===== src/rtl/sqlx_pkg.sv =====
`timescale 1ns / 1ps
package sqlx_pkg;

   // Token kinds as they appear on the result channel
   localparam logic [3:0] KIND_BYTE    = 4'd0;
   localparam logic [3:0] KIND_TEND    = 4'd1;
   localparam logic [3:0] KIND_OR      = 4'd2;
   localparam logic [3:0] KIND_AND     = 4'd3;
   localparam logic [3:0] KIND_AND_NOT = 4'd4;
   localparam logic [3:0] KIND_NOT     = 4'd5;
   localparam logic [3:0] KIND_LPAREN  = 4'd6;
   localparam logic [3:0] KIND_RPAREN  = 4'd7;
   localparam logic [3:0] KIND_END     = 4'd8;

   localparam logic [2:0] LAST_START = 3'd0;

   // Byte codes
   localparam logic [7:0] CH_SPACE  = 8'h20;
   localparam logic [7:0] CH_BANG   = 8'h21;
   localparam logic [7:0] CH_AMP    = 8'h26;
   localparam logic [7:0] CH_LPAREN = 8'h28;
   localparam logic [7:0] CH_RPAREN = 8'h29;
   localparam logic [7:0] CH_BAR    = 8'h7c;
   localparam logic [7:0] CH_UNDER  = 8'h5f;
   localparam logic [7:0] LEAD_D0   = 8'hd0;
   localparam logic [7:0] LEAD_D1   = 8'hd1;
   localparam logic [7:0] LEAD_CC   = 8'hcc;

   localparam int MAX_RESULTS = 3;
   localparam int QUEUE_DEPTH = 2;

   typedef enum logic [1:0] {
      HOLD_NONE,
      HOLD_AMP,
      HOLD_BAR,
      HOLD_LEAD
   } hold_kind_type;

   typedef struct packed {
      logic [7:0] query_byte;
      logic       end_of_request;
   } req_type;

   typedef struct packed {
      logic [3:0] token_kind;
      logic [7:0] term_byte;
      logic       last_of_run;
   } rsp_type;

   typedef struct packed {
      logic [3:0] kind;
      logic [7:0] value;
   } token_entry_type;

   typedef struct packed {
      logic [1:0]                             count;
      token_entry_type [MAX_RESULTS-1:0]      tok;
   } bundle_type;

   typedef struct packed {
      logic not_empty;
      logic full;
   } queue_status_type;

   // Append one token to a bundle; term_byte is zero for non-byte kinds
   function automatic bundle_type bundle_push(bundle_type b, logic [3:0] k, logic [7:0] v);
      bundle_type r;
      r = b;
      if (b.count < 2'(MAX_RESULTS)) begin
         r.tok[b.count].kind  = k;
         r.tok[b.count].value = (k == KIND_BYTE) ? v : 8'h00;
         r.count              = b.count + 2'd1;
      end
      return r;
   endfunction

endpackage


===== src/rtl/sqlx_front.sv =====
`timescale 1ns / 1ps
module sqlx_front (
   input  logic                       clock,
   input  logic                       reset,
   input  logic                       req_valid,
   input  sqlx_pkg::req_type          req_data,
   input  sqlx_pkg::queue_status_type q_status,
   output logic                       req_stall,
   output logic                       push,
   output sqlx_pkg::bundle_type       push_data
);
   import sqlx_pkg::*;

   logic [7:0]    held_byte_ff, held_byte_in;
   hold_kind_type hold_kind_ff, hold_kind_in;
   logic          term_open_ff, term_open_in;
   logic [2:0]    last_token_ff, last_token_in;
   logic          and_pending_ff, and_pending_in;

   logic       accept;
   logic [7:0] b;
   logic       is_ascii_word, is_upper, is_lead, is_cont;
   logic       close_req, op_req;
   logic [1:0] word_cnt;
   logic [7:0] wb0, wb1;
   logic [3:0] op_k;
   bundle_type bnd;

   assign req_stall = q_status.full;
   assign accept    = req_valid && !q_status.full;
   assign b         = req_data.query_byte;

   assign is_upper      = (b >= 8'h41) && (b <= 8'h5a);
   assign is_ascii_word = is_upper || ((b >= 8'h61) && (b <= 8'h7a)) ||
                          ((b >= 8'h30) && (b <= 8'h39)) || (b == CH_UNDER);
   assign is_lead       = (b == LEAD_D0) || (b == LEAD_D1) || (b == LEAD_CC);

   always_comb begin
      priority if (held_byte_ff == LEAD_D0) is_cont = (b >= 8'h80) && (b <= 8'hbf);
      else if (held_byte_ff == LEAD_D1)     is_cont = (b >= 8'h80) && (b <= 8'h9f);
      else if (held_byte_ff == LEAD_CC)     is_cont = (b >= 8'h80) && (b <= 8'hbb);
      else                                  is_cont = 1'b0;
   end

   always_comb begin
      bnd            = '0;
      held_byte_in   = held_byte_ff;
      hold_kind_in   = hold_kind_ff;
      term_open_in   = term_open_ff;
      last_token_in  = last_token_ff;
      and_pending_in = and_pending_ff;
      close_req      = 1'b0;
      op_req         = 1'b0;
      op_k           = KIND_AND;
      word_cnt       = 2'd0;
      wb0            = 8'h00;
      wb1            = 8'h00;

      if (req_data.end_of_request) begin
         if (term_open_ff) bnd = bundle_push(bnd, KIND_TEND, 8'h00);
         if (and_pending_ff) bnd = bundle_push(bnd, KIND_AND, 8'h00);
         bnd            = bundle_push(bnd, KIND_END, 8'h00);
         held_byte_in   = 8'h00;
         hold_kind_in   = HOLD_NONE;
         term_open_in   = 1'b0;
         last_token_in  = LAST_START;
         and_pending_in = 1'b0;
      end else begin
         held_byte_in = 8'h00;
         hold_kind_in = HOLD_NONE;
         // decode what this byte does
         priority if (hold_kind_ff == HOLD_AMP && b == CH_AMP) begin
            op_req = 1'b1;
            op_k   = KIND_AND;
         end else if (hold_kind_ff == HOLD_BAR && b == CH_BAR) begin
            op_req = 1'b1;
            op_k   = KIND_OR;
         end else if (hold_kind_ff == HOLD_LEAD && is_cont) begin
            // fold Cyrillic capitals to lowercase, drop combining marks
            if (held_byte_ff == LEAD_CC) begin
               word_cnt = 2'd0;
            end else begin
               word_cnt = 2'd2;
               wb0      = held_byte_ff;
               wb1      = b;
               if (held_byte_ff == LEAD_D0) begin
                  priority if (b <= 8'h8f) begin
                     wb0 = LEAD_D1;
                     wb1 = b + 8'h10;
                  end else if (b <= 8'h9f) begin
                     wb1 = b + 8'h20;
                  end else if (b <= 8'haf) begin
                     wb0 = LEAD_D1;
                     wb1 = b - 8'h20;
                  end else begin
                     wb1 = b;
                  end
               end
            end
            // open even for a bare combining mark
            if (!term_open_in) begin
               if (and_pending_in) begin
                  bnd            = bundle_push(bnd, KIND_AND, 8'h00);
                  and_pending_in = 1'b0;
               end
               term_open_in = 1'b1;
            end
         end else begin
            if (hold_kind_ff == HOLD_LEAD) close_req = 1'b1;
            if (is_ascii_word) begin
               word_cnt = 2'd1;
               wb0      = is_upper ? b + 8'h20 : b;
            end else if (is_lead) begin
               held_byte_in = b;
               hold_kind_in = HOLD_LEAD;
            end else begin
               close_req = 1'b1;
               unique case (b)
                  CH_AMP: begin
                     held_byte_in = b;
                     hold_kind_in = HOLD_AMP;
                  end
                  CH_BAR: begin
                     held_byte_in = b;
                     hold_kind_in = HOLD_BAR;
                  end
                  CH_SPACE: begin
                     op_req = 1'b1;
                     op_k   = KIND_AND;
                  end
                  CH_BANG: begin
                     op_req = 1'b1;
                     op_k   = KIND_NOT;
                  end
                  CH_LPAREN: begin
                     op_req = 1'b1;
                     op_k   = KIND_LPAREN;
                  end
                  CH_RPAREN: begin
                     op_req = 1'b1;
                     op_k   = KIND_RPAREN;
                  end
                  default: begin
                  end
               endcase
            end
         end

         // close, then word bytes, then operator
         if (close_req && term_open_in) begin
            bnd           = bundle_push(bnd, KIND_TEND, 8'h00);
            term_open_in  = 1'b0;
            last_token_in = KIND_TEND[2:0];
         end
         if (word_cnt == 2'd1) begin
            if (!term_open_in) begin
               if (and_pending_in) begin
                  bnd            = bundle_push(bnd, KIND_AND, 8'h00);
                  and_pending_in = 1'b0;
               end
               term_open_in = 1'b1;
            end
            bnd = bundle_push(bnd, KIND_BYTE, wb0);
         end else if (word_cnt == 2'd2) begin
            bnd = bundle_push(bnd, KIND_BYTE, wb0);
            bnd = bundle_push(bnd, KIND_BYTE, wb1);
         end
         if (op_req) begin
            if (op_k == KIND_AND) begin
               if (!and_pending_in && (last_token_in == KIND_TEND[2:0] ||
                                       last_token_in == KIND_RPAREN[2:0])) begin
                  and_pending_in = 1'b1;
                  last_token_in  = KIND_AND[2:0];
               end
            end else if (and_pending_in && op_k == KIND_OR) begin
               and_pending_in = 1'b0;
               bnd            = bundle_push(bnd, KIND_OR, 8'h00);
               last_token_in  = KIND_OR[2:0];
            end else if (and_pending_in && op_k == KIND_NOT) begin
               and_pending_in = 1'b0;
               bnd            = bundle_push(bnd, KIND_AND_NOT, 8'h00);
               last_token_in  = KIND_AND_NOT[2:0];
            end else begin
               if (and_pending_in) begin
                  and_pending_in = 1'b0;
                  bnd            = bundle_push(bnd, KIND_AND, 8'h00);
               end
               bnd           = bundle_push(bnd, op_k, 8'h00);
               last_token_in = op_k[2:0];
            end
         end
      end
   end

   assign push      = accept && (bnd.count != 2'd0);
   assign push_data = bnd;

   always_ff @(posedge clock) begin
      if (reset) begin
         held_byte_ff   <= 8'h00;
         hold_kind_ff   <= HOLD_NONE;
         term_open_ff   <= 1'b0;
         last_token_ff  <= LAST_START;
         and_pending_ff <= 1'b0;
      end else if (accept) begin
         held_byte_ff   <= held_byte_in;
         hold_kind_ff   <= hold_kind_in;
         term_open_ff   <= term_open_in;
         last_token_ff  <= last_token_in;
         and_pending_ff <= and_pending_in;
      end
   end

endmodule


===== src/rtl/sqlx_queue.sv =====
`timescale 1ns / 1ps
module sqlx_queue (
   input  logic                       clock,
   input  logic                       reset,
   input  logic                       push,
   input  sqlx_pkg::bundle_type       push_data,
   input  logic                       pop,
   output sqlx_pkg::bundle_type       head,
   output sqlx_pkg::queue_status_type status
);
   import sqlx_pkg::*;

   localparam int PTR_W = (QUEUE_DEPTH > 1) ? $clog2(QUEUE_DEPTH) : 1;
   localparam int CNT_W = $clog2(QUEUE_DEPTH + 1);

   bundle_type       entry_ff [QUEUE_DEPTH];
   logic [PTR_W-1:0] wr_ff, wr_in;
   logic [PTR_W-1:0] rd_ff, rd_in;
   logic [CNT_W-1:0] cnt_ff, cnt_in;
   logic             do_push, do_pop;

   assign status.not_empty = (cnt_ff != '0);
   assign status.full      = (cnt_ff == CNT_W'(QUEUE_DEPTH));
   assign do_push          = push && !status.full;
   assign do_pop           = pop && status.not_empty;
   assign head             = entry_ff[rd_ff];

   always_comb begin
      wr_in  = wr_ff;
      rd_in  = rd_ff;
      cnt_in = cnt_ff;
      if (do_push) wr_in = (wr_ff == PTR_W'(QUEUE_DEPTH - 1)) ? '0 : wr_ff + 1'b1;
      if (do_pop)  rd_in = (rd_ff == PTR_W'(QUEUE_DEPTH - 1)) ? '0 : rd_ff + 1'b1;
      if (do_push && !do_pop)      cnt_in = cnt_ff + 1'b1;
      else if (do_pop && !do_push) cnt_in = cnt_ff - 1'b1;
   end

   always_ff @(posedge clock) begin
      if (reset) begin
         wr_ff  <= '0;
         rd_ff  <= '0;
         cnt_ff <= '0;
      end else begin
         wr_ff  <= wr_in;
         rd_ff  <= rd_in;
         cnt_ff <= cnt_in;
      end
   end

   always_ff @(posedge clock) begin
      if (do_push) entry_ff[wr_ff] <= push_data;
   end

endmodule


===== src/rtl/sqlx_emit.sv =====
`timescale 1ns / 1ps
module sqlx_emit (
   input  logic                       clock,
   input  logic                       reset,
   input  sqlx_pkg::bundle_type       head,
   input  sqlx_pkg::queue_status_type q_status,
   output logic                       pop,
   output logic                       rsp_valid,
   input  logic                       rsp_stall,
   output sqlx_pkg::rsp_type          rsp_data
);
   import sqlx_pkg::*;

   logic [1:0] idx_ff, idx_in;
   logic       taken, is_last;

   assign rsp_valid            = q_status.not_empty;
   assign is_last              = (idx_ff == head.count - 2'd1);
   assign taken                = rsp_valid && !rsp_stall;
   assign pop                  = taken && is_last;
   assign rsp_data.token_kind  = head.tok[idx_ff].kind;
   assign rsp_data.term_byte   = head.tok[idx_ff].value;
   assign rsp_data.last_of_run = is_last;

   always_comb begin
      idx_in = idx_ff;
      if (taken) idx_in = is_last ? 2'd0 : idx_ff + 2'd1;
   end

   always_ff @(posedge clock) begin
      if (reset) begin
         idx_ff <= 2'd0;
      end else begin
         idx_ff <= idx_in;
      end
   end

endmodule


===== src/rtl/search_query_lexer_unit.sv =====
`timescale 1ns / 1ps
// Search query lexer: one query byte per request beat, zero to three tokens out.
// The front's token bundle is registered in the bundle queue before its first token is on rsp.
// Throughput: one byte per cycle while bytes give at most one token and rsp is not
// stalled; the tokens of a byte leave one per beat on the single result port.
// Reset (synchronous, active high) clears the lexer state and empties the queue.
module search_query_lexer_unit (
   input  logic              clock,
   input  logic              reset,
   input  logic              req_valid,
   output logic              req_stall,
   input  sqlx_pkg::req_type req_data,
   output logic              rsp_valid,
   input  logic              rsp_stall,
   output sqlx_pkg::rsp_type rsp_data
);
   import sqlx_pkg::*;

   // Front: classify each byte, update lexer state, build its token bundle.
   // Bytes that give no token leave nothing in the queue.
   logic             push;
   bundle_type       push_data;
   bundle_type       head;
   queue_status_type q_status;
   logic             pop;

   sqlx_front u_front (
      .clock     (clock),
      .reset     (reset),
      .req_valid (req_valid),
      .req_data  (req_data),
      .q_status  (q_status),
      .req_stall (req_stall),
      .push      (push),
      .push_data (push_data)
   );

   // Short bundle queue: decouple the front from a stalled result side
   sqlx_queue u_queue (
      .clock     (clock),
      .reset     (reset),
      .push      (push),
      .push_data (push_data),
      .pop       (pop),
      .head      (head),
      .status    (q_status)
   );

   // Back: walk the head bundle one token per beat, flag the last one
   sqlx_emit u_emit (
      .clock     (clock),
      .reset     (reset),
      .head      (head),
      .q_status  (q_status),
      .pop       (pop),
      .rsp_valid (rsp_valid),
      .rsp_stall (rsp_stall),
      .rsp_data  (rsp_data)
   );

endmodule

===== config.mk =====
export PLATFORM = sky130hd
export DESIGN_NAME = search_query_lexer_unit
export DESIGN_NICKNAME = d
export VERILOG_FILES = /design/src/rtl/sqlx_pkg.sv /design/src/rtl/sqlx_front.sv /design/src/rtl/sqlx_queue.sv /design/src/rtl/sqlx_emit.sv /design/src/rtl/search_query_lexer_unit.sv
export SDC_FILE = /design/constraint.sdc
export NUM_CORES = 1
export LEC_CHECK = 0
export BUFFER_PORTS_ARGS = -buffer_cell sky130_fd_sc_hd__buf_4
export CORE_MARGIN = 3
export CORE_UTILIZATION = 60
export CTS_CLUSTER_DIAMETER = 50
export CTS_CLUSTER_SIZE = 28
export DETAILED_ROUTE_END_ITERATION = 16
export GPL_TIMING_DRIVEN = 0
export PLACE_DENSITY = 0.75
export SLEW_MARGIN = 20
export SYNTH_ARGS = -nofsm -noshare
export SYNTH_HDL_FRONTEND = slang
export SYNTH_SLANG_ARGS = --single-unit

===== constraint.sdc =====
create_clock -name clock -period 17.1 [get_ports clock]
set_input_delay 1.71 -clock clock [delete_from_list [all_inputs] [get_ports clock]]
set_output_delay 1.71 -clock clock [all_outputs]
set_load 0.02 [all_outputs]

==> impl_metrics.yaml <==
cts:
  h-tree-depth: 3
  cts_inserted_buffers: 9
  cts_setup_buffers: 0
  clock_path_buffers: 2
  holdBufCountCts: 0
  path_clk_slew_ns: 0.10
  cts-root-buf: "clkbuf_8"
  clk_latency_ns: 0.37
  cts_sinks: 98
  cts_tree: "built"
  post_cts_resize_count: 0
final_layout:
  fin_cells: 762
  final_cell_mix: "edfxtp_1 (76), nand2_1 (53), nor2_1 (50)"
  syn2layout_area_growth_pct: 9.96
  n_antenna_cell: 0
  nets: 662
  final_common_cell: "edfxtp_1"
  fin_area_um2: 6570
  drive_above_1_share_pct: 14.1
power_and_ir_drop:
  power.leakage_nw: 2.36
  powerDensity_nw_per_um2: 88.5
  finalPower_mw: 0.582
  irDropWorstVdd_mv: 0.0492
synth:
  syn_area_um2: 5980
  syn_nets: 625
  seq_area_frac_synth_pct: 45.5
  synth_edf_count: 76
  async_flop_share_pct: 0
  yosys_warnings: 0
  ys.flop_type: "edfxtp_1"
  synth_cell_type_count: 80
  postSynthAreaPerCell_um2: 10.1
  synthCells: 591
  ys_ff_latch: 98
sta:
  max-slew-margin-rel_pct: 46.5
  setup_viol: 0
  rsz0062_at_grt: "false"
  finalHoldViolCount: 0
  finalCriticalPeriod_ns: 7.13
  hold_ws_ns: 0.472
  slew_viol_final: 0
  skew_ns: 0.0133
  period_share_pct: 41.7
  worst_pin_slew_ns: 0.803
  tns_ns: 0
  fmax_mhz: 140
outcome:
  outcome: "complete, no violations"
worst_setup_path:
  crit_path_max_fanout: 27
  cp-end-kind: "register"
  crit_path_end: "u_queue.entry_ff[0][26]"
  critPathRequiredTime_ns: 17.18
  critPathLaunchType: "input port"
  reg2reg_depth: 18
  crit_slowest_cell: "o31ai_1"
  cp_slowest_stage_delay_ns: 0.66
  path_cells: "buf_4, buf_2, inv_1, ha_1, nor3b_2, nand4_1, o31ai_1, a21oi_1, nand3_1, inv_1, ha_1, clkbuf_1, nor2b_1, buf_1, o211a_1, or4_1, buf_2, or4b_1, nand3_1, a21oi_1, nor2b_4, buf_12"
  rrSetupSlack_ns: 11.91
  path_class: "input port to register"
  r2r_start: "u_front.held_byte_ff[4]"
  crit_arrival_ns: 7.20
  critPathLaunch: "req_data[5]"
  r2r-end: "u_queue.entry_ff[0][26]"
floorplanning:
  core_um2: 9460
  die_w_um: 106
  num_rows: 35
  num_io_pins: 28
  initial_core_util_pct: 63.2
  die_height_um: 106
  dieArea_um2: 11200
placement:
  io_buffers: 24
  dpl-instance-area_um2: 6370
  place_inst: 746
  hpwl_um: 10500
  gp_congestion: 0.944
detailed_routing:
  drt_wl_total_um: 14200
  avgViaCountPerCell: 6.25
  wl_per_cell_um: 18.7
  first_pass_iters: 5
  drt_iter0_markers: 418
  ant_nets: 0
  drc: 0
  vias: 4765
worst_hold_path:
  hold_class: "register to register"
global_routing:
  grt_max_degree: 28
  antenna_found_initial: 0
  grt_pass1_wl_um: 23300
  overflow: 0
  grtUsageTotal_pct: 26.3
  grt_pass1_vias: 4586
flow_run:
  drv_cap: 0
-- power breakdown --
group	total (mW)	internal (mW)	switching, mW	leakage (nW)
registers	0.287	0.280	0.00707	0.926
clock network	0.150	0.0581	0.0914	0.103
logic	0.146	0.0597	0.0859	1.33
-- flip-flops by register name, summed over array words and instances, names as in the netlist, named ones only --
signal	count
u_front.held_byte_ff	8
u_queue.entry_ff	76
u_queue.wr_ff	1
u_front.term_open_ff	1
u_front.and_pending_ff	1
u_emit.idx_ff	2
u_queue.rd_ff	1
u_front.hold_kind_ff	2
u_front.last_token_ff	3
u_queue.cnt_ff	2
-- worst max-delay path: cells and delay by family --
kind,cells,cell delay [ns]
buf+inv,8,1.48
fa+ha+maj,2,0.50
compound gates,4,1.26
simple gates,8,2.22
-- how the worst min path moves through the flow --
stage,start,endpoint,slack [ns],cells past startpoint
3_3_place_gp,u_front.held_byte_ff[6],u_front.held_byte_ff[6],0.45,2
5_1_grt,u_front.held_byte_ff[6],u_front.held_byte_ff[6],0.49,2
2_1_floorplan,u_front.held_byte_ff[6],u_front.held_byte_ff[6],0.43,2
6_report,u_front.held_byte_ff[6],u_front.held_byte_ff[6],0.47,2
3_5_place_dp,u_front.held_byte_ff[6],u_front.held_byte_ff[6],0.45,2
4_1_cts,u_front.held_byte_ff[6],u_front.held_byte_ff[6],0.47,2
-- per-stage QoR --
stage          setup slack [ns]  utilization [%]
2_1_floorplan              9.67                -
3_3_place_gp               7.82             66.8
3_5_place_dp               9.74             67.3
4_1_cts                   10.11             69.5
5_1_grt                    9.61             69.5
6_report                   9.97             69.5
-- metal layers --
layer	share of wire [%]	routed length, µm	global-route usage [%]
met5	0	0	0
met4	1.1	162	6.38
met1	44	6230	37.0
met3	6.8	963	3.98
met2	48	6870	43.2
-- kinds of logic after synthesis --
kind of cell	synth area share, %
muxes	7.39
and+or+nand+nor	18.3
AOI/OAI and AO/OA	18.5
DFF	45.5
adders and majority gates	4.40
buffers and inverters	4.92
xor gates and xnor gates	1.03
-- synthesized netlist by cell type, types with 3 or more instances --
library cell / count / area [µm²]
a31oi_1: 4 / 25.0
or2_2: 3 / 18.8
nand2_1: 53 / 199
o31ai_2: 3 / 37.5
xnor2_1: 4 / 35.0
buf_2: 10 / 50.1
a21o_1: 5 / 37.5
buf_6: 3 / 33.8
mux2i_1: 16 / 160
nor3_1: 10 / 50.1
o22ai_1: 15 / 93.8
a32oi_1: 3 / 26.3
nand3_1: 15 / 75.1
inv_1: 31 / 116
edfxtp_1: 76 / 2280
xor2_1: 3 / 26.3
nor2_1: 50 / 188
o21ai_0: 29 / 145
and2_1: 13 / 81.3
nand4b_1: 4 / 35.0
dfxtp_1: 22 / 440
nor3b_1: 10 / 75.1
nand4_1: 6 / 37.5
ha_1: 21 / 263
clkbuf_1: 22 / 82.6
mux4_2: 12 / 270
o31ai_1: 5 / 37.5
nand2b_1: 12 / 75.1
a21oi_1: 46 / 230
a22oi_1: 12 / 90.1
nor2b_1: 9 / 56.3
-- area by class of cell --
cell class	instances	area, µm²
clock buffers	9	124
multi-input cells	425	2970
repair buffers	26	220
fillers	732	2890
inverters	31	116
plain buffers	37	178
well taps	129	161
flip-flops and latches	98	2720
clock inverters	7	81.3
(Power assumes the default switching activity.)
